`src/rtl/quaternion_to_rotation_matrix_top_defines.svh`:
```
// Assertion macros used by the top-level RTL.
`ifndef QUATERNION_TO_ROTATION_MATRIX_TOP_DEFINES_SVH
`define QUATERNION_TO_ROTATION_MATRIX_TOP_DEFINES_SVH

// Clocked assertion, off while reset is held.
`define QRM_ASSERT(lbl, prop, msg) \
  lbl: assert property (@(posedge clk_i) disable iff (!rst_ni) (prop)) else $error(msg);

// Implication form.
`define QRM_ASSERT_IMP(lbl, ante, cons, msg) \
  lbl: assert property (@(posedge clk_i) disable iff (!rst_ni) (ante) |-> (cons)) \
    else $error(msg);

`endif

```
`src/rtl/qrm_pkg.sv`:
```
`timescale 1ns / 1ps
package qrm_pkg;
  localparam int FracBits = 30;
  localparam int QBits    = FracBits + 2;   // quotient bits: integer bit, fraction, round bit
  localparam int DataW    = 32;
  localparam int ProdW    = 2 * DataW;
  localparam int PairW    = ProdW + 1;
  localparam int SumW     = ProdW + 3;      // numerators, sum of squares, remainders
  localparam int NumProd  = 10;
  localparam int NumPair  = 12;
  localparam int NumLanes = 9;

  // product order
  localparam int PWW = 0, PXX = 1, PYY = 2, PZZ = 3, PXY = 4;
  localparam int PXZ = 5, PYZ = 6, PWX = 7, PWY = 8, PWZ = 9;

  typedef struct packed {
    logic [NumProd-1:0][ProdW-1:0] p;
  } prod_t;

  typedef struct packed {
    logic [SumW-1:0]                 s;
    logic [NumLanes-1:0][SumW-1:0]   r;
    logic [NumLanes-1:0][QBits-1:0]  q;
    logic [NumLanes-1:0]             neg;
    logic                            deg;
  } div_t;
endpackage

```
`src/rtl/qrm_div_step.sv`:
```
`timescale 1ns / 1ps
// One restoring-division step for all nine lanes; remainder leaves pre-shifted.
module qrm_div_step (
  input  logic           clk_i,
  input  logic           rst_ni,
  input  logic           en_i,
  input  logic           valid_i,
  input  qrm_pkg::div_t  div_i,
  output logic           valid_o,
  output qrm_pkg::div_t  div_o
);
  localparam int SumW  = qrm_pkg::SumW;
  localparam int QBits = qrm_pkg::QBits;

  logic          valid_q;
  qrm_pkg::div_t div_d, div_q;

  always_comb begin
    div_d = div_i;
    for (int k = 0; k < qrm_pkg::NumLanes; k++) begin
      if (div_i.r[k] >= div_i.s) begin
        div_d.r[k] = (div_i.r[k] - div_i.s) << 1;
        div_d.q[k] = {div_i.q[k][QBits-2:0], 1'b1};
      end else begin
        div_d.r[k] = div_i.r[k] << 1;
        div_d.q[k] = {div_i.q[k][QBits-2:0], 1'b0};
      end
    end
  end

  always_ff @(posedge clk_i or negedge rst_ni) begin
    if (!rst_ni) begin
      valid_q <= 1'b0;
    end else if (en_i) begin
      valid_q <= valid_i;
    end
  end

  always_ff @(posedge clk_i) begin
    if (en_i) begin
      div_q <= div_d;
    end
  end

  assign valid_o = valid_q;
  assign div_o   = div_q;
endmodule

```
`config.mk`:
```
export PLATFORM = sky130hd
export DESIGN_NAME = qrm_div_step
export DESIGN_NICKNAME = d
export VERILOG_FILES = /design/src/rtl/quaternion_to_rotation_matrix_top_defines.svh /design/src/rtl/qrm_pkg.sv /design/src/rtl/qrm_div_step.sv
export SDC_FILE = /design/constraint.sdc
export NUM_CORES = 2
export LEC_CHECK = 0
export BUFFER_PORTS_ARGS = -buffer_cell sky130_fd_sc_hd__buf_4
export CORE_AREA = 3 3 760 762
export CTS_CLUSTER_SIZE = 10
export DETAILED_ROUTE_END_ITERATION = 10
export DIE_AREA = 0 0 763 765
export GPL_TIMING_DRIVEN = 0
export RECOVER_POWER = 50
export SLEW_MARGIN = 20
export SYNTH_ARGS = -nofsm -noshare
export SYNTH_HDL_FRONTEND = slang
export SYNTH_SLANG_ARGS = --single-unit
```
`constraint.sdc`:
```
create_clock -name clk_i -period 0.9 [get_ports clk_i]
set_input_delay 0.09 -clock clk_i [delete_from_list [all_inputs] [get_ports clk_i]]
set_output_delay 0.09 -clock clk_i [all_outputs]
set_load 0.05 [all_outputs]
```
* After elaboration in Yosys (flattened, before gate mapping) *
Cells that the tools add are included.

operators by class
  $add $sub $neg = 9
  $lt $le $gt $ge = 9
  multiplexer cells = 18

operator list
  operator                            count
  greater-or-equal comparator 67 bit  9
  2-to-1 mux 67 bit                   9
  subtractor 66 bit                   9
  2-to-1 mux 1 bit                    9

storage, ports and cells
  register bits after elaboration = 969
  output and inout port bits = 969
  word-level logic and storage cells = 58

* Logic depth before layout (Yosys ltp) *
  word-level depth = 2
  mapped depth = 18
  depth with buffers taken out = 16

* Least setup slack after synthesis *
No wires, ideal clock.

  path type = in2reg
  start = in div_i[902] in the netlist's numbering
  end = reg div_q (netlist bit div_o[434]) (data pin)
  library setup time = 260 ps
  data arrival time = 3669 ps
  required time = 640 ps
  setup slack = -3029 ps
  cell stages on the path = 15
  cells stage by stage = inv_1 ha_1 nor2b_1 o31a_1 o41a_1 o31ai_2 o21ai_1 a31oi_1 o22ai_1 a31oi_2 o41ai_2 a31oi_1 buf_2 buf_4 mux2_2

RTL lines
  what                  line                source
  from (decl)           qrm_div_step.sv:8   input qrm_pkg::div_t div_i,
  to (signal assigned)  qrm_div_step.sv:41  div_q <= div_d;
  to (decl)             qrm_div_step.sv:16  qrm_pkg::div_t div_d, div_q;

==> impl_metrics.ini <==
[grt]
grt_start_max_net_pins = 134
gr-usage-met2_pct = 32.9
grt_pass1_vias = 75100
antenna_found_initial = 296
grt_pass1_wl_mm = 795
gr-usage-met3_pct = 8.76
busiest_layer = met2
grt_use_met1_pct = 22.5
grt_use_total_pct = 20.9
grt-ovfl-total = 0

[clock_network]
tritoncts = built
cts_made_buffers = 153
clk_pin_slew_ps = 50
cts-root-buf = clkbuf_16
clk_path_buf_depth = 4
cts_sinks = 960
insertion_delay_ps = 860
cts_max_level = 4

[placed_design]
io_buffers = 1922
hpwl_mm = 537
place_area_um2 = 96700
gp_congestion = 0.988

[run_status]
violations = hold timing, capacitance limit, slew limit, setup timing
status = finished with violations

[timing]
rsz0062_at_grt = true
setup_viol = 2472
holdWs_ps = -532
fmax_ghz = 0.277
slew_headroom_pct = -10.2
drv_slew = 54
hold_viol = 50
post-route-period-util_pct = 401
layout_setup_ws_ps = -2710
clock_skew_ps = 0
worst_pin_slew_ps = 1650
fin_tns_setup_ps = -3185720
min_period_ps = 3610

[power_and_ir_drop]
switching_share_pct = 43.0
seq_power_share_pct = 27.2
power_density_nw_per_um2 = 1780
vdd_drop_max_v = 0.00151
clkPwrFrac_pct = 28.6
intPower_mw = 124
p_switching_mw = 93.4
p_total_mw = 217
power.leakage_nw = 48.7
power_frac_comb_pct = 44.2

[worst_setup_path]
required_ps = 1510
crit_chain = buf_12 -> clkinv_16 -> buf_16 -> buf_12 -> ha_4 -> buf_6 -> a211oi_4 -> o21ai_2 -> a221oi_2 -> nor2_1 -> or3_4 -> a21bo_4 -> a31o_4 -> a311oi_4 -> o31ai_4 -> a31o_1 -> buf_6 -> buf_12 -> mux2i_4
critPathBufInv = 7
critPathTopFamily = compound AO/OA/AOI/OAI gates
slowest_delay_ps = 450
reg2reg_slack_ps = 130
setup.worst_path.end_class = flip-flop
setup.worst_path.class = input pin to flip-flop
slowest_stage = mux2i_4
crit_path_start_kind = input pin
arrival_ps = 4220
cp_common_cell = buf_12
crit_fanout = 10

[synthesis]
netlist_area_um2 = 70000
yosysWarningCount = 0
yosysUniqueCellTypes = 101
synth-edff-count = 959
avgSynthCellArea_um2 = 9.48
async_reset_ff_share_pct = 0.104
synth_cells = 7382
synth_ff_type = edfxtp_1
yosys_register_bits = 960
yosysSeqAreaShare_pct = 41.2

[cells_and_area]
filler_cell_count = 62300
layout-drive-gt1-share_pct = 30.7
regArea_um2 = 28800
design_area_um2 = 122000
fin_util_pct = 21.3
syn2layout_area_growth_pct = 74.4
final_nets = 12500
multi_input_area_um2 = 43400

[floorplan]
dieHeight_um = 765
start_util_pct = 12.2
coreArea_um2 = 572000
io_pins = 1941
die_width_um = 763
rows = 278
die_area_um2 = 584000

[detailed_routing]
firstDrtPassIters = 6
drc = 0
vias = 80700
via_per_inst = 4.27
wl_mm = 648
wire_per_inst_um = 34.3
dr.first_iter.drc_count = 9116
postRouteAntennaNets = 0

[job]
maxCapViolCount = 1

[worst_hold_path]
min_path_type = input pin to flip-flop
cells by family after synthesis:
kind of cell / count (synthesis) / synth area share [%]
XOR/XNOR: 548 / 6.86
AO/OA/AOI/OAI: 2553 / 22.4
flip-flops: 960 / 41.2
multiplexers: 100 / 1.68
buffers and inverters: 614 / 3.67
AND/OR/NAND/NOR: 1994 / 13.2
other: 1 / 0.00536
adder cells (fa/ha/maj): 612 / 11.0
metrics by stage:
step / hold slack [ps] / setup WS [ps] / cells
finish: -532 / -2710 / 18900
global route: -586 / -2660 / 18800
CTS: -681 / -2680 / 18600
detailed placement: -134 / -5610 / 16900
global placement: -134 / -11010 / 16900
floorplan: -206 / -2830 / 7390
power by group through the flow:
stage / Sequential, mW / Clock (mW) / Combinational (mW)
2_1_floorplan: 77.3 / 0 / 27.5
3_3_place_gp: 60.0 / 0 / 80.7
3_5_place_dp: 59.8 / 0 / 83.7
4_1_cts: 59.0 / 64.8 / 93.0
5_1_grt: 59.5 / 65.9 / 100
6_report: 59.1 / 62.3 / 96.1
routing by layer:
| layer | wire length, µm | part of all wire, % |
|---|---|---|
| met4 | 56400 | 8.7 |
| met3 | 73800 | 11 |
| met1 | 229000 | 35 |
| met2 | 288000 | 44 |
| met5 | 953 | 0.15 |
registers in the layout (all words and copies together) (netlist names):
register	cells
valid_o	1
div_o	959
final timing paths:
path	from	to	cells past startpoint
min in group asynchronous	rst_ni	valid_o	4
setup / recovery	div_i[913]	div_o[581]	19
hold / removal	div_i[933]	div_o[933]	1
setup reg to reg	valid_o	valid_o	1
hold reg to reg	valid_o	valid_o	1
max in group asynchronous	rst_ni	valid_o	4
cell usage in the layout, fill, tap and decap left out, types with 65 or more instances in the layout:
cell type,count
a21o_1,350
a21oi_1,792
a21oi_2,135
a21oi_4,70
and3_1,79
buf_12,78
buf_16,65
buf_4,2041
clkbuf_1,190
clkbuf_16,157
clkbuf_4,75
diode_2,263
dlygate4sd3_1,1258
edfxtp_1,959
ha_1,482
ha_4,93
inv_1,180
nand2_1,610
nand2b_1,85
nand3_1,127
nand4_1,174
nor2_1,554
nor2b_1,70
o21a_1,69
o21ai_0,426
o21ai_1,82
o21bai_1,135
xnor2_1,325
xor2_1,222
repair_timing:
item | in CTS | in global routing
setup endpoints to repair | 2124 | 2182
hold buffers | 1238 | 42
hold endpoints to repair | 1133 | 209
pin swaps | 87 | 126
gates cloned | 8 | 2
buffers inserted | 122 | 83
resized for setup | 724 | 480
cell usage after synthesis, drive strengths merged (27+ instances only):
cell	n	area share, %
a211oi	46	0.51
a21boi	27	0.29
a21o	353	3.8
a21oi	997	7.1
a221oi	29	0.43
a31oi	78	0.72
and2	33	0.29
and3	82	0.73
buf	111	0.97
clkbuf	254	1.4
edfxtp	959	41
ha	603	11
inv	249	1.3
mux2	91	1.6
nand2	633	3.4
nand2b	87	0.78
nand3	134	0.96
nand4	174	1.6
nor2	601	3.2
nor2b	73	0.65
nor3	74	0.53
o21a	70	0.75
o21ai	558	4.0
o21bai	140	1.5
o31ai	46	0.54
xnor2	325	4.1
xor2	223	2.8
final cells by class:
type | instances | share of cell area, %
clock buffer | 176 | 3.24
buffer | 308 | 1.80
multi-input combinational | 5816 | 35.5
inverter | 249 | 1.12
clock inverter | 83 | 0.812
antenna | 263 | 0.539
timing repair buffer | 3473 | 25.6
tap | 7560 | 7.75
sequential | 960 | 23.6
Note: power is estimated with default switching activity, not from simulation.
