**config.mk**
```make
export PLATFORM = sky130hd
export DESIGN_NAME = qrm_sum
export DESIGN_NICKNAME = d
export VERILOG_FILES = /design/src/rtl/quaternion_to_rotation_matrix_top_defines.svh /design/src/rtl/qrm_pkg.sv /design/src/rtl/qrm_sum.sv
export SDC_FILE = /design/constraint.sdc
export NUM_CORES = 2
export LEC_CHECK = 0
export CAP_MARGIN = 20
export CELL_PAD_IN_SITES_DETAIL_PLACEMENT = 2
export CELL_PAD_IN_SITES_GLOBAL_PLACEMENT = 2
export CORE_MARGIN = 2
export CORE_UTILIZATION = 23
export DETAILED_ROUTE_END_ITERATION = 8
export DONT_BUFFER_PORTS = 1
export PLACE_DENSITY_LB_ADDON = 0.1
export SYNTH_ARGS = -nofsm -noshare
export SYNTH_HDL_FRONTEND = slang
export SYNTH_SLANG_ARGS = --single-unit
```
**constraint.sdc**
```tcl
create_clock -name clk_i -period 7.2 [get_ports clk_i]
set_input_delay 1.44 -clock clk_i [delete_from_list [all_inputs] [get_ports clk_i]]
set_output_delay 1.44 -clock clk_i [all_outputs]
set_load 0.01 [all_outputs]
```
**src/rtl/quaternion_to_rotation_matrix_top_defines.svh**
```systemverilog
// Assertion macros used by the top-level RTL.
`ifndef QUATERNION_TO_ROTATION_MATRIX_TOP_DEFINES_SVH
`define QUATERNION_TO_ROTATION_MATRIX_TOP_DEFINES_SVH

// Clocked assertion, off while reset is held.
`define QRM_ASSERT(lbl, prop, msg) \
  lbl: assert property (@(posedge clk_i) disable iff (!rst_ni) (prop)) else $error(msg);

// Implication form.
`define QRM_ASSERT_IMP(lbl, ante, cons, msg) \
  lbl: assert property (@(posedge clk_i) disable iff (!rst_ni) (ante) |-> (cons)) \
    else $error(msg);

`endif

```
**src/rtl/qrm_pkg.sv**
```systemverilog
`timescale 1ns / 1ps
package qrm_pkg;
  localparam int FracBits = 30;
  localparam int QBits    = FracBits + 2;   // quotient bits: integer bit, fraction, round bit
  localparam int DataW    = 32;
  localparam int ProdW    = 2 * DataW;
  localparam int PairW    = ProdW + 1;
  localparam int SumW     = ProdW + 3;      // numerators, sum of squares, remainders
  localparam int NumProd  = 10;
  localparam int NumPair  = 12;
  localparam int NumLanes = 9;

  // product order
  localparam int PWW = 0, PXX = 1, PYY = 2, PZZ = 3, PXY = 4;
  localparam int PXZ = 5, PYZ = 6, PWX = 7, PWY = 8, PWZ = 9;

  typedef struct packed {
    logic [NumProd-1:0][ProdW-1:0] p;
  } prod_t;

  typedef struct packed {
    logic [SumW-1:0]                 s;
    logic [NumLanes-1:0][SumW-1:0]   r;
    logic [NumLanes-1:0][QBits-1:0]  q;
    logic [NumLanes-1:0]             neg;
    logic                            deg;
  } div_t;
endpackage

```
**src/rtl/qrm_sum.sv**
```systemverilog
`timescale 1ns / 1ps
// Stages 2-4: pair sums, numerators and sum of squares, then magnitude/sign.
module qrm_sum (
  input  logic            clk_i,
  input  logic            rst_ni,
  input  logic            en_i,
  input  logic            valid_i,
  input  qrm_pkg::prod_t  prod_i,
  output logic            valid_o,
  output qrm_pkg::div_t   div_o
);
  localparam int PairW = qrm_pkg::PairW;
  localparam int SumW  = qrm_pkg::SumW;

  logic [2:0] valid_q;
  logic [qrm_pkg::NumPair-1:0][PairW-1:0]        pr_d, pr_q;
  logic [qrm_pkg::NumLanes-1:0][SumW-1:0]        n_d, n_q;
  logic [SumW-1:0]                               s_d, s_q;
  qrm_pkg::div_t                                 div_d, div_q;

  function automatic logic [PairW-1:0] pw(input logic [qrm_pkg::ProdW-1:0] a);
    pw = {a[qrm_pkg::ProdW-1], a};
  endfunction

  function automatic logic [SumW-1:0] sx(input logic [PairW-1:0] a);
    sx = {{(SumW-PairW){a[PairW-1]}}, a};
  endfunction

  always_comb begin
    pr_d[0]  = pw(prod_i.p[qrm_pkg::PWW]) + pw(prod_i.p[qrm_pkg::PXX]);
    pr_d[1]  = pw(prod_i.p[qrm_pkg::PYY]) + pw(prod_i.p[qrm_pkg::PZZ]);
    pr_d[2]  = pw(prod_i.p[qrm_pkg::PWW]) + pw(prod_i.p[qrm_pkg::PYY]);
    pr_d[3]  = pw(prod_i.p[qrm_pkg::PXX]) + pw(prod_i.p[qrm_pkg::PZZ]);
    pr_d[4]  = pw(prod_i.p[qrm_pkg::PWW]) + pw(prod_i.p[qrm_pkg::PZZ]);
    pr_d[5]  = pw(prod_i.p[qrm_pkg::PXX]) + pw(prod_i.p[qrm_pkg::PYY]);
    pr_d[6]  = pw(prod_i.p[qrm_pkg::PXY]) + pw(prod_i.p[qrm_pkg::PWZ]);
    pr_d[7]  = pw(prod_i.p[qrm_pkg::PXY]) - pw(prod_i.p[qrm_pkg::PWZ]);
    pr_d[8]  = pw(prod_i.p[qrm_pkg::PXZ]) - pw(prod_i.p[qrm_pkg::PWY]);
    pr_d[9]  = pw(prod_i.p[qrm_pkg::PXZ]) + pw(prod_i.p[qrm_pkg::PWY]);
    pr_d[10] = pw(prod_i.p[qrm_pkg::PYZ]) + pw(prod_i.p[qrm_pkg::PWX]);
    pr_d[11] = pw(prod_i.p[qrm_pkg::PYZ]) - pw(prod_i.p[qrm_pkg::PWX]);
  end

  always_comb begin
    s_d    = sx(pr_q[0]) + sx(pr_q[1]);
    n_d[0] = sx(pr_q[0]) - sx(pr_q[1]);
    n_d[1] = sx(pr_q[6]) << 1;
    n_d[2] = sx(pr_q[8]) << 1;
    n_d[3] = sx(pr_q[7]) << 1;
    n_d[4] = sx(pr_q[2]) - sx(pr_q[3]);
    n_d[5] = sx(pr_q[10]) << 1;
    n_d[6] = sx(pr_q[9]) << 1;
    n_d[7] = sx(pr_q[11]) << 1;
    n_d[8] = sx(pr_q[4]) - sx(pr_q[5]);
  end

  always_comb begin
    div_d.s   = s_q;
    div_d.deg = (s_q == '0);
    for (int k = 0; k < qrm_pkg::NumLanes; k++) begin
      div_d.neg[k] = n_q[k][SumW-1];
      div_d.r[k]   = n_q[k][SumW-1] ? (SumW)'(-n_q[k]) : n_q[k];
      div_d.q[k]   = '0;
    end
  end

  always_ff @(posedge clk_i or negedge rst_ni) begin
    if (!rst_ni) begin
      valid_q <= '0;
    end else if (en_i) begin
      valid_q <= {valid_q[1:0], valid_i};
    end
  end

  always_ff @(posedge clk_i) begin
    if (en_i) begin
      pr_q  <= pr_d;
      n_q   <= n_d;
      s_q   <= s_d;
      div_q <= div_d;
    end
  end

  assign valid_o = valid_q[2];
  assign div_o   = div_q;
endmodule

```
Yosys cells after proc, flatten, opt, wreduce, memory -nomap -nowiden
Cells that the tools add are included.
{"block": "op_classes", "addsub": 25, "mul": 0, "n_div": 0, "n_lt_le_gt_ge": 0, "n_eq_ne": 0, "n_shift": 0, "mux": 9, "n_bitwise": 0, "reduce_logical": 1}
{"op": "67-bit negator", "n": 9}
{"op": "66-bit 2-to-1 mux", "n": 9}
{"op": "64-bit by 64-bit adder with 65-bit output", "n": 9}
{"op": "65-bit by 65-bit subtractor with 66-bit output", "n": 3}
{"op": "64-bit by 64-bit subtractor with 65-bit output", "n": 3}
{"op": "67-bit logical NOT", "n": 1}
{"op": "65-bit by 65-bit adder with 66-bit output", "n": 1}
{"block": "word_totals", "register_bits": 2121, "latchBits": 0, "ram_bits": 0, "rom_bits": 0, "out_inout_bits": 969, "word_cells": 85, "memories": 0}

Depth between registers and ports, before layout
{"block": "depth", "depth_word": 2, "mapped_depth": 16, "ltp_nobuf": 16}

Worst setup path after synthesis
OpenSTA, ideal clock, no wires.
{"block": "synth_timing", "path_kind": "input-to-reg", "start": "in prod_i[142] (netlist name)", "end": "reg pr_q[128] (netlist name) (data pin)", "arrival_ns": 5.093, "t_required_ns": 7.064, "path_slack_ns": 1.971, "stages": 14, "n_path_buf": 1, "path_cell_list": "ha_1 -> clkbuf_1 -> a21oi_1 -> o21a_1 -> o41ai_1 -> a221oi_1 -> o21a_1 -> o31a_1 -> o41ai_1 -> a31oi_1 -> o21ai_0 -> a31oi_1 -> or4b_2 -> nand3_1"}
{"item": "start, declared", "line_no": "qrm_sum.sv:8", "text": "input qrm_pkg::prod_t prod_i,"}
{"item": "end signal, assigned", "line_no": "qrm_sum.sv:77", "text": "pr_q <= pr_d;"}
{"item": "end, declared", "line_no": "qrm_sum.sv:16", "text": "logic [qrm_pkg::NumPair-1:0][PairW-1:0] pr_d, pr_q;"}

==> impl_metrics.ini <==
[worst_setup_path]
cp.arrival_ns = 6.37
worstReg2RegEnd = div_o[687]
r2r_start = n_q[340]
cp_data_required_time_ns = 7.89
timing.critical_path.to_type = flop
worst_reg2reg_setup_slack_ns = 1.52
r2r.worst_path.cells = 12
timing.critical_path.fanout_max = 6
worstSetupPathType = reg2reg
timing.critical_path.from_type = flop

[global_route]
grt_start_max_net_pins = 242
grt-ovfl-total = 0
grt_first_pass_wirelength_um = 866500
initial_antenna_violation_count = 131
grt_pass1_vias = 110300
track_usage = 0.2010

[place]
detailed_place.area_mm2 = 0.1432
place.gp.congestion = 0.8997
dpl.hpwl_um = 514800
dp.cells = 20460
buffer_ports.inserted = 0
pre_cts_slack_ns = 0.7271

[drt]
drt-initial-drc-count = 5808
drtPass1Iterations = 9
wl_um = 624800
via_total_after_detailed_routing = 102300
wl_per_cell_um = 29.56
vias_per_cell = 4.840
remaining_drc_errors = 0
ant_nets = 0

[power]
total_power_w = 0.04636
power_leakage_nw = 56.24
irDropWorstVdd_mv = 0.1769
power.density_cell_area_mw_per_mm2 = 303.0

[timing]
period_needed_ns = 5.677
timing_max_transition_violations_final = 102
post-route-period-util = 0.7884
timing.clock.skew_ns = 0.07414
slew_headroom = -0.09086
worst_slew_pin_slew_ns = 1.636
final-setup-viol-count = 0
rsz_0062_raised_after_global_routing = false
report.final.hold_viol_count = 0
max_freq_mhz = 176.2
finalSetupTns_ns = 0
fin_ws_ns = 1.523

[finish]
post_layout_cell_count = 21140
layout.area.seq_mm2 = 0.06302
fin_area_mm2 = 0.1530
layout-drive-gt1-share = 0.04612
flow.area_growth_from_synthesis_pct = 12.80
multi_input_gate_area_in_the_final_layout_mm2 = 0.06661
n_fill_cell = 64530
final_net_count = 14630

[worst_hold_path]
worstHoldPathType = in2async

[clock_network]
clk_pin_slew_ns = 0.06
tritoncts = yes
worstSkewPairLatency_ns = 0.99
cts-htree-levels = 5
cts-hold-fix-buffers = 0
postCtsSetupBuffers = 0
clockRootBuffer = clkbuf_16
cts-buffers-inserted = 279
cts_max_path_buffers = 4
numClockSinks = 2099
postCtsResizedCells = 0

[logic_synthesis]
synth-edff-count = 2096
yosys.area_share.simple = 0.1100
synth-adder-area-share = 0.09802
seq_area_frac_synth = 0.4646
post_synth_instance_area_mm2 = 0.1356
postSynthAreaPerCell_um2 = 10.38
share_of_async_settable_or_async_resettable_flops_after_synthesis = 0.001429
largest_family_of_logic_cells_by_synthesized_area = compound AO/OA/AOI/OAI gates
synth_ff_type = edfxtp_1
ys_types = 85
post_synthesis_cells = 13070
synth-xor-area-share = 0.09880
yosys-mux-area-fraction = 0.0005443
synth-seq-cells = 2099
area_fraction_in_compound_gates_after_synthesis = 0.1752
yosys_warnings = 0

[status]
failed_checks = slew limit
run_status = finished, violations left

[floorplanning]
fp-row-count = 282
height_of_the_chip_um = 771.9
ios = 1613
fp.coreArea_mm2 = 0.5885
floorplan.die_area_mm2 = 0.5959
start_util = 0.2305
die-width_um = 771.9

[flow_run]
drv.max_cap_violation_count = 0
[worst max-delay path by stage]
stage | from | end | slack [ns] | cells after the start
floorplan | prod_i[142] | pr_q[128] | 1.97 | 14
global placement | prod_i[594] | n_d[130] | 0.81 | 13
detailed placement | prod_i[467] | n_d[524] | 0.73 | 14
CTS | n_q[340] | div_o[687] | 1.48 | 12
global route | n_q[338] | div_o[687] | 1.27 | 12
finish | n_q[340] | div_o[687] | 1.52 | 12
[state kept, by name, indices dropped and copies added, names as in the netlist]
signal	count
pr_q	390
n_q	585
div_o	669
n_d	387
s_q	65
valid_q	3
[Yosys cell counts, drive strengths merged, types with 89 or more instances]
cell type	instances	area share
a31oi	109	0.0050
inv	792	0.022
a21o	422	0.023
a21oi	1234	0.046
nand3	205	0.0076
nand2	738	0.020
nor4	149	0.0069
nand4	219	0.010
nor2b	108	0.0050
nor3	200	0.0074
or4	137	0.0077
edfxtp	2096	0.46
clkbuf	464	0.013
xor2	231	0.015
o21a	89	0.0049
o41ai	116	0.0075
or3	142	0.0066
ha	1037	0.096
nand2b	119	0.0055
o31ai	266	0.015
o21bai	264	0.015
xnor2	1299	0.084
o21ai	766	0.028
buf	330	0.017
nor2	773	0.021
[routing by layer]
layer | wire length [um] | GRT usage
met1 | 279500 | 0.2622
met2 | 288000 | 0.3273
met3 | 41040 | 0.05366
met4 | 15600 | 0.05481
met5 | 552 | 0
[power by group]
part           internal, W  switching [W]  leakage [nW]
logic              0.00442        0.00813          31.2
registers           0.0170        0.00249          20.6
clock network      0.00830        0.00605          4.50
total               0.0297         0.0167          56.2
[final cells by class]
| cell class | count | share of cell area |
|---|---|---|
| diodes | 169 | 0.002764 |
| clock buffers | 314 | 0.04663 |
| clock inverters | 190 | 0.01427 |
| inverters | 814 | 0.01997 |
| multi-input cells | 9668 | 0.4354 |
| flip-flops and latches | 2099 | 0.4119 |
| well taps | 7810 | 0.06387 |
| repair buffers | 75 | 0.005218 |
[kinds of logic after synthesis]
kind of cell             count (synthesis)
multiplexers                             7
other                                    1
flip-flops                            2099
buffers and inverters                 1608
adder cells (fa/ha/maj)               1053
AND/OR/NAND/NOR                       3009
AO/OA/AOI/OAI                         3766
XOR/XNOR                              1530
[stage by stage]
step	hold WS, ns	util
after global routing	0.1123	0.2596
after floorplan	0.4003	-
after CTS	0.07224	0.2592
final	0.2056	0.2599
after global placement	0.4007	0.2433
after detailed placement	0.4052	0.2433
[worst max-delay path: stages, from the launching register on]
cell,delay (ns)
edfxtp_1,0.40
or3_1,0.40
or2_1,0.24
or4_4,0.48
or4_1,0.65
or4_4,0.58
or3_4,0.41
or4_4,0.53
or3_4,0.42
or4_4,0.54
or2_4,0.30
o41ai_1,0.35
xnor2_1,0.12
[cell usage in the layout, fill, tap and decap left out, types with 169 or more instances in the layout]
master     count
xor2_1       231
o21bai_1     264
ha_1        1037
edfxtp_1    2096
xnor2_1     1299
conb_1       303
nor3_1       200
inv_1        792
a21o_1       422
o31ai_1      266
clkbuf_16    280
nand3_1      205
nand4_1      219
o21ai_0      766
diode_2      169
a21oi_1     1234
nor2_1       773
nand2_1      738
Note: power is estimated with default switching activity, not from simulation.
