--- src/rtl/quaternion_to_rotation_matrix_top_defines.svh ---
// Assertion macros used by the top-level RTL.
`ifndef QUATERNION_TO_ROTATION_MATRIX_TOP_DEFINES_SVH
`define QUATERNION_TO_ROTATION_MATRIX_TOP_DEFINES_SVH

// Clocked assertion, off while reset is held.
`define QRM_ASSERT(lbl, prop, msg) \
  lbl: assert property (@(posedge clk_i) disable iff (!rst_ni) (prop)) else $error(msg);

// Implication form.
`define QRM_ASSERT_IMP(lbl, ante, cons, msg) \
  lbl: assert property (@(posedge clk_i) disable iff (!rst_ni) (ante) |-> (cons)) \
    else $error(msg);

`endif

--- src/rtl/qrm_pkg.sv ---
`timescale 1ns / 1ps
package qrm_pkg;
  localparam int FracBits = 30;
  localparam int QBits    = FracBits + 2;   // quotient bits: integer bit, fraction, round bit
  localparam int DataW    = 32;
  localparam int ProdW    = 2 * DataW;
  localparam int PairW    = ProdW + 1;
  localparam int SumW     = ProdW + 3;      // numerators, sum of squares, remainders
  localparam int NumProd  = 10;
  localparam int NumPair  = 12;
  localparam int NumLanes = 9;

  // product order
  localparam int PWW = 0, PXX = 1, PYY = 2, PZZ = 3, PXY = 4;
  localparam int PXZ = 5, PYZ = 6, PWX = 7, PWY = 8, PWZ = 9;

  typedef struct packed {
    logic [NumProd-1:0][ProdW-1:0] p;
  } prod_t;

  typedef struct packed {
    logic [SumW-1:0]                 s;
    logic [NumLanes-1:0][SumW-1:0]   r;
    logic [NumLanes-1:0][QBits-1:0]  q;
    logic [NumLanes-1:0]             neg;
    logic                            deg;
  } div_t;
endpackage

--- src/rtl/qrm_round.sv ---
`timescale 1ns / 1ps
// Final stage: round half away from zero, restore sign, zero on degenerate.
module qrm_round (
  input  logic                                            clk_i,
  input  logic                                            rst_ni,
  input  logic                                            en_i,
  input  logic                                            valid_i,
  input  qrm_pkg::div_t                                   div_i,
  output logic                                            valid_o,
  output logic [qrm_pkg::NumLanes-1:0][qrm_pkg::DataW-1:0] m_o,
  output logic                                            deg_o
);
  localparam int QBits = qrm_pkg::QBits;
  localparam int DataW = qrm_pkg::DataW;

  logic                                     valid_q;
  logic [qrm_pkg::NumLanes-1:0][DataW-1:0]  m_d, m_q;
  logic                                     deg_q;
  logic [QBits-1:0]                         mag;

  always_comb begin
    mag = '0;
    for (int k = 0; k < qrm_pkg::NumLanes; k++) begin
      mag    = (div_i.q[k] >> 1) + QBits'(div_i.q[k][0]);
      m_d[k] = div_i.deg ? '0 : (div_i.neg[k] ? DataW'(-mag) : DataW'(mag));
    end
  end

  always_ff @(posedge clk_i or negedge rst_ni) begin
    if (!rst_ni) begin
      valid_q <= 1'b0;
    end else if (en_i) begin
      valid_q <= valid_i;
    end
  end

  always_ff @(posedge clk_i) begin
    if (en_i) begin
      m_q   <= m_d;
      deg_q <= div_i.deg;
    end
  end

  assign valid_o = valid_q;
  assign m_o     = m_q;
  assign deg_o   = deg_q;
endmodule

--- config.mk ---
export PLATFORM = sky130hd
export DESIGN_NAME = qrm_round
export DESIGN_NICKNAME = d
export VERILOG_FILES = /design/src/rtl/quaternion_to_rotation_matrix_top_defines.svh /design/src/rtl/qrm_pkg.sv /design/src/rtl/qrm_round.sv
export SDC_FILE = /design/constraint.sdc
export NUM_CORES = 1
export LEC_CHECK = 0
export ABC_AREA = 1
export BUFFER_PORTS_ARGS = -buffer_cell sky130_fd_sc_hd__buf_2
export CORE_AREA = 2 2 487 489
export CTS_CLUSTER_DIAMETER = 40
export DETAILED_ROUTE_END_ITERATION = 6
export DIE_AREA = 0 0 489 491
export SLEW_MARGIN = 15
export SYNTH_ARGS = -nofsm -noshare
export SYNTH_HDL_FRONTEND = slang
export SYNTH_SLANG_ARGS = --single-unit
--- constraint.sdc ---
create_clock -name clk_i -period 1.2 [get_ports clk_i]
set_clock_uncertainty 0.1 [all_clocks]
set_input_delay 0.24 -clock clk_i [delete_from_list [all_inputs] [get_ports clk_i]]
set_output_delay 0.24 -clock clk_i [all_outputs]
set_load 0.02 [all_outputs]
# After elaboration in Yosys (flattened, before gate mapping)
# Index checks and enable logic that the tools add are counted.
# W data, S select, Z words.
dict set report word_totals {
  elab_cells 38
  register_bits 290
  inputBits 972
}
dict set report classes {
  mux 9
  n_addsub 18
}
# op n
set op_table {}
lappend op_table {{$add A31 B1 Y32} 9}
lappend op_table {{$mux W32} 9}
lappend op_table {{$neg A32 Y32} 9}

# Longest topological paths before layout
# Gate-level depths: netlist of run 1.
dict set report depth {
  word_depth 3
  ltp_mapped 18
  depth_no_buf 18
}

# Worst setup path before layout of run 1
# Ideal clock, no wire load.
dict set report synth_path {
  path_kind {in2reg}
  from {input div_i[10] (netlist name)}
  to {register m_q (netlist bit m_o[25]), data pin}
  setup_ps 253
  t_arrival_ps 2032
  cell_stages 14
  slack_ps -1184
  path_cell_list {ha_1 ha_1 xnor2_1 nand2_1 nor2_1 nand3_1 nor2_4 nand3_1 nand2_1 nand2_2 a21oi_1 nand2_1 nand2_1 nor2_1}
}
dict set report synth_via {
  elab_chain_cells 3
}
# item line_no
set synth_lines {}
lappend synth_lines {{start, declared} qrm_round.sv:8} ;# input qrm_pkg::div_t div_i,
lappend synth_lines {{$add A31 B1 Y32 *} qrm_round.sv:24} ;# mag = (div_i.q[k] >> 1) + QBits'(div_i.q[k][0]);
lappend synth_lines {{$neg A32 Y32} qrm_round.sv:25} ;# m_d[k] = div_i.deg ? '0 : (div_i.neg[k] ? DataW'(-mag) : DataW'(mag));
lappend synth_lines {{$mux W32 *} qrm_round.sv:25}
lappend synth_lines {{end signal, assigned} qrm_round.sv:39} ;# m_q <= m_d;
lappend synth_lines {{end, declared} qrm_round.sv:17} ;# logic [qrm_pkg::NumLanes-1:0][DataW-1:0] m_d, m_q;
# Every way passes the cells marked *; elsewhere a longest branch is shown, timed or not.
# A chain may end at the register's enable or synchronous reset.

# Worst setup path in the final report of run 1
dict set report layout_path {
  from {input div_i[266] (netlist name)}
  to {register m_q (netlist bit m_o[285]), data pin}
}
# Same word-level chain as after synthesis.

==> results of run 1 <==
[final timing paths]
path	to
setup / recovery	m_o[285]
hold / removal	m_o[64]
setup reg to reg	valid_o
hold reg to reg	valid_o
max in group asynchronous	valid_o
min in group asynchronous	valid_o
[cell type report]
type / count / area share
clock buffers: 72 / 0.03209
repair buffers: 1852 / 0.2742
clock inverters: 52 / 0.009235
flip-flops and latches: 290 / 0.1647
inverters: 501 / 0.03621
diodes: 12 / 0.0005683
multi-input cells: 3589 / 0.4084
well taps: 3150 / 0.07459
[through the flow]
| stage | std cells | cell area [um^2] | setup TNS, ns | setup slack, ns | hold slack, ns |
|---|---|---|---|---|---|
| after floorplan | 4445 | 28560 | -195.37 | -0.9537 | -0.1556 |
| after global placement | 9203 | 43770 | -328.01 | -1.446 | -0.08456 |
| after detailed placement | 9203 | 43770 | -330.40 | -1.551 | -0.08354 |
| after CTS | 9443 | 50750 | -240.27 | -0.6548 | 0.01442 |
| after global routing | 9514 | 52830 | -279.63 | -0.8255 | 0.05422 |
| final | 9518 | 52840 | -237.89 | -0.6968 | 0.07666 |
[cells in the mapped netlist (33+ instances only)]
| cell type | n |
|---|---|
| nor2_4 | 33 |
| a21oi_1 | 213 |
| nand4_1 | 33 |
| inv_1 | 494 |
| edfxtp_1 | 289 |
| nand2_2 | 51 |
| nor3_1 | 76 |
| nand2_1 | 1537 |
| nor2_2 | 62 |
| nor2_1 | 859 |
| nand3b_1 | 62 |
| o21ai_1 | 37 |
| clkbuf_1 | 48 |
| o21ai_0 | 208 |
| nand3_1 | 259 |
[state kept, by name, summed over array words and instances (netlist names)]
| register | count |
|---|---|
| m_o | 288 |
| deg_o | 1 |
| valid_o | 1 |
[kinds of logic after synthesis]
family,synth area share
and+or+nand+nor,0.4770
DFF,0.3219
adders and majority gates,0.01250
buffers and inverters,0.07900
muxes,0.0004165
AOI/OAI and AO/OA,0.09719
xor gates and xnor gates,0.01199
[cell usage in the layout (no fill, tap or decap), drive strengths merged, types with 62 or more instances in the layout]
| cell type | netlist | layout |
|---|---|---|
| edfxtp | 289 | 289 |
| clkbuf | 48 | 72 |
| nor3 | 76 | 76 |
| o21ai | 255 | 255 |
| nand3b | 62 | 62 |
| nand2 | 1591 | 1591 |
| a21oi | 214 | 214 |
| inv | 499 | 519 |
| buf | 17 | 1838 |
| nand3 | 273 | 273 |
| nor2 | 959 | 959 |
[power by group through the flow]
stage	logic, mW	registers, mW	clock network, mW
2_1_floorplan	3.97	13.8	0
3_3_place_gp	12.2	12.9	0
3_5_place_dp	12.2	12.9	0
4_1_cts	13.9	12.8	18.5
5_1_grt	15.6	12.9	18.8
6_report	14.4	12.8	17.9
[per-layer routing]
layer | track usage | up-vias | wire [um]
met5 | 0 | - | 48
met4 | 0.04193 | 8 | 6310
met3 | 0.02996 | 317 | 10160
met2 | 0.2376 | 1047 | 81540
met1 | 0.1472 | 16420 | 63780
li1 | - | 18080 | -
[what timing repair did]
action                                  in CTS  in global routing
hold buffers                                14                  0
cloned                                       0                  0
endpoints found under the setup margin     538                549
pin swaps                                  503                395
resized for setup                         1060                439
buffers inserted                           133                 66
hold endpoints to repair                    94                  0
==> qor.csv, run 1 <==
metric,value,unit
status,finished with violations,
failing checks,setup timing,
VDD IR-drop max,901.2,uV
count of cell types in the netlist,43,
register area,0.008703,mm^2
Synth area leaders,"edfxtp_1 (32%), nand2_1 (21%), nor2_1 (12%)",
critical path's slowest cell,ha_4,
synthesized flop and latch total,290,
Crit path arrival time,2.20,ns
first-pass detailed-route iteration total,5,
TritonCTS clock tree,yes,
Area Overhead vs Synth,95.45,%
clk_lat worst skew,0.68,ns
CTS Buffer Depth,3,
layout cells sized above 1,0.4924,
Most used DFF post-synth,edfxtp_1,
"EDFF count, synth",289,
DR iter-0 viols,1855,
worst hold start,div_i[75],
multi-input logic area,0.02158,mm^2
DIE WIDTH,489,um
Final Util,0.2253,
die area,0.2401,mm^2
Clock power frac,0.397,
reg2reg start,valid_o,
Switching Share,0.3527,
Post-Route WL,161.8,mm
RSZ-0062 raised after global routing,yes,
Synth top area share,0.3210,
via count,35870,
Post-Synthesis Cells,4445,
crit path kind,primary input to flop,
Netlist Area Pre-Place,0.02703,mm^2
fraction of power consumed by sequential logic,0.283,
Routed Antenna Nets,0,
ys async rst share,0.003448,
fin worst setup slack,-0.6968,ns
Power Total,45.17,mW
CP endpoint kind,flop,
Fin. Hold Viols,0,
cell row count,178,
final weighted congestion in routability-driven placement,0.9297,
clk slew on worst S/H paths,0.05,ns
"Avg Cell Area, Syn",6.082,um^2
Final Net Count,7300,
Worst path depth,19,
Gate power share,0.320,
H-tree levels,3,
crit path launch type,primary input,
Tcrit/Tclk final,1.581,
# DRC,0,
Num CTS Buffers,67,
register-to-register path setup slack,0.36,ns
routed len/inst,17.00,um
first-pass GRT wire length,227.4,mm
initial antenna violation count,69,
# setup viols final,546,
Max transition margin,0.5054,
Power per Cell Area,854.9,mW/mm^2
hold crit path type,primary input to flop,
hpwl dp,135.9,mm
largest net degree at the start of global routing,54,
required time of the critical path,1.50,ns
"Net Count, Synth",5444,
starting density of the core,0.1153,
leading area contributor after synthesis,edfxtp_1,
fill count,25920,
post-layout min period,1.897,ns
Max Clk Rate,0.5272,GHz
GR Util All Layers,0.1301,
max_cap viols,0,
"Seq/Total Area, Yosys",0.3219,
CP top delay family,simple AND/OR/NAND/NOR gates,
IO Port Bufs,591,
"Slew Viols, Final",0,
Core Region,0.2345,mm^2
R2R depth,1,
I/O pin count,1262,
WP buf/inv,3,
crit-path cells,"buf_6, ha_4, ha_4, inv_2, nor2_4, nand2_4, nor2_4, nand2_1, nand2_1, nand2_2, nor2_2, nand2_2, nand2_2, nand3_4, buf_6, nor2_4, nand2_1, nand2_1, nor2_1",
Critical Path Start,div_i[266],
# clock sinks,290,
Worst Path Max Fanout,6,
gr ovfl total,0,
die height,491,um
Sw Pwr,15.93,mW
number of global-route vias before repair,34260,
Pint,29.24,mW
Max stage delay on crit path,0.19,ns
Hold Path Stages,5,
yosys warns,0,
Leakage,23.22,nW
CP dominant cell by count,nand2_1,
clock root buffer master,clkbuf_16,
Worst Tran Pin Value,0.7419,ns
DR vias/cell,3.768,
Note: power is estimated with default switching activity, not from simulation.
==> run 2: changes to the inputs <==
--- a/config.mk
+++ b/config.mk
@@ -7,10 +7,10 @@
 export LEC_CHECK = 0
 export ABC_AREA = 1
 export BUFFER_PORTS_ARGS = -buffer_cell sky130_fd_sc_hd__buf_2
-export CORE_AREA = 2 2 487 489
+export CORE_AREA = 2 2 495 497
 export CTS_CLUSTER_DIAMETER = 40
 export DETAILED_ROUTE_END_ITERATION = 6
-export DIE_AREA = 0 0 489 491
+export DIE_AREA = 0 0 497 499
 export SLEW_MARGIN = 15
 export SYNTH_ARGS = -nofsm -noshare
 export SYNTH_HDL_FRONTEND = slang
==> run 2 against run 1 <==
  * First-iteration DRC count up 2.0%
  * Via count up 0.77%
  * Clock power about the same
  * The flow finishes with violations (DRC, setup timing)
  * Critical endpoint is now m_o[29]
  * Global-route usage down 0.43 points
==> qor.csv, run 2 (synthesis gave the netlist of run 1 again) <==
metric,value,unit
die area,0.2480,mm^2
Power Total,45.81,mW
Fin. Hold Viols,0,
number of global-route vias before repair,33710,
"commonest non-fill, non-tap cell in the layout",nand2_1,
"Slew Viols, Final",0,
I/O pin count,1262,
Finished Layout Cells,9565,
crit-path cells,"buf_8, ha_4, ha_4, inv_2, nor2_4, nand2_4, buf_6, o21ai_2, nand2_2, nor2_4, nand2_2, nand2_4, nand3_4, nor2_4, nand2_1, nand2_1, nor2_1",
CP top delay family,simple AND/OR/NAND/NOR gates,
CP dominant cell by count,nor2_4,
Max transition margin,0.6056,
# clock sinks,290,
Crit path arrival time,2.24,ns
die height,499,um
layout cells sized above 1,0.5311,
final weighted congestion in routability-driven placement,0.9399,
crit path kind,primary input to flop,
clk_lat worst skew,0.64,ns
Max stage delay on crit path,0.22,ns
# setup viols final,551,
VDD IR-drop max,1266,uV
Pint,30.04,mW
cell row count,181,
Leakage,23.70,nW
H-tree levels,2,
failing checks,"DRC, setup timing",
gr ovfl total,0,
Num CTS Buffers,61,
max reg flops,288,
starting density of the core,0.1115,
Tcrit/Tclk final,1.597,
Post-Route WL,165.5,mm
GR Util All Layers,0.1257,
CTS Buffer Depth,3,
"commonest non-fill, non-tap cells in the layout","nand2_1 (1154), buf_4 (1078), nor2_1 (547), inv_1 (424), buf_6 (373)",
initial antenna violation count,72,
first-pass detailed-route iteration total,7,
first-pass GRT wire length,227.8,mm
IO Port Bufs,591,
cell count after placement,9282,
fraction of power consumed by sequential logic,0.282,
Worst Path Max Fanout,6,
max_cap viols,0,
Max Clk Rate,0.5218,GHz
hold crit path type,primary input to flop,
largest net degree at the start of global routing,56,
Worst Tran Pin Value,0.5909,ns
DR iter-0 viols,1893,
required time of the critical path,1.52,ns
via count,36140,
DIE WIDTH,497,um
WHS,0.07834,ns
Clock power frac,0.386,
Power per Cell Area,832.9,mW/mm^2
clk slew on worst S/H paths,0.05,ns
Gate power share,0.332,
routed len/inst,17.31,um
Sw Pwr,15.77,mW
WP buf/inv,3,
Area Overhead vs Synth,103.5,%
Final Net Count,7305,
Switching Share,0.3442,
# DRC,6,
post-layout min period,1.917,ns
critical path's slowest cell,ha_4,
RSZ-0062 raised after global routing,yes,
hpwl dp,139.3,mm
TritonCTS clock tree,yes,
status,finished with violations,
DR vias/cell,3.779,
crit path launch type,primary input,
clock root buffer master,clkbuf_16,
Routed Antenna Nets,0,
Final Util,0.2268,
Core Region,0.2425,mm^2
CP endpoint kind,flop,
fin worst setup slack,-0.7165,ns
run 2: cell types whose count changed in the layout (fill, tap and decap cells not counted), sizes merged, moves of 2 or more:
cell	change
buf	+16
bufinv	+6
clkbuf	-7
clkinv	-7
clkinvlp	-2
diode	-6
dlygate4sd3	-6
run 2: area by class of cell:
| class | count | area (um^2) |
|---|---|---|
| repair buffers | 1863 | 15180 |
| clock inverters | 50 | 585.6 |
| multi-input cells | 3589 | 23020 |
| clock buffers | 64 | 1559 |
| fillers | 26580 | 187500 |
| inverters | 501 | 1934 |
| flip-flops and latches | 290 | 8703 |
| diodes | 6 | 15.01 |
| well taps | 3202 | 4006 |
run 2: worst min-delay path, cell delays in order:
cell and delay (ns):
buf_2 0.12, nand2_1 0.06, nand2_1 0.07, inv_1 0.10
nor2_1 0.05, nor2_1 0.08
run 2: what timing repair did:
item,CTS,global route
endpoints found under the hold margin,49,0
hold buffers,8,0
resized for setup,976,1104
endpoints found under the setup margin,540,556
pin swaps,453,503
buffers inserted,118,97
run 2: path summary, 6_finish.rpt:
path,startpoint,to,slack [ns],depth (start not counted)
worst max register to register,valid_o,valid_o,0.36,1
worst max-delay path,div_i[10],m_o[29],-0.72,17
max in group asynchronous,rst_ni,valid_o,0.58,3
worst min-delay path,div_i[265],m_o[254],0.08,6
min in group asynchronous,rst_ni,valid_o,0.32,3
worst min register to register,valid_o,valid_o,0.42,1
run 2: per-stage QoR:
step | TNS, ns | instance area, um^2 | setup slack, ns
4_1_cts | -234.23 | 50580 | -0.6787
5_1_grt | -269.77 | 55000 | -0.7945
2_1_floorplan | -195.37 | 28560 | -0.9537
3_3_place_gp | -326.05 | 44120 | -1.505
3_5_place_dp | -328.80 | 44120 | -1.495
6_report | -233.27 | 55000 | -0.7165
run 2: power by group through the flow:
| stage | clock network, mW | logic (mW) | registers (mW) |
|---|---|---|---|
| 3_3_place_gp | 0 | 12.2 | 13.0 |
| 6_report | 17.7 | 15.2 | 12.9 |
| 4_1_cts | 18.2 | 13.7 | 12.9 |
| 5_1_grt | 18.6 | 16.3 | 13.0 |
| 2_1_floorplan | 0 | 3.97 | 13.8 |
| 3_5_place_dp | 0 | 12.2 | 13.0 |
run 2: per-layer routing:
metal | track usage | up-vias | wire length [um]
met5 | 0 | - | 92
met4 | 0.03588 | 14 | 6071
met3 | 0.03179 | 327 | 11270
met2 | 0.2282 | 1103 | 83270
met1 | 0.1444 | 16650 | 64820
li1 | - | 18050 | -
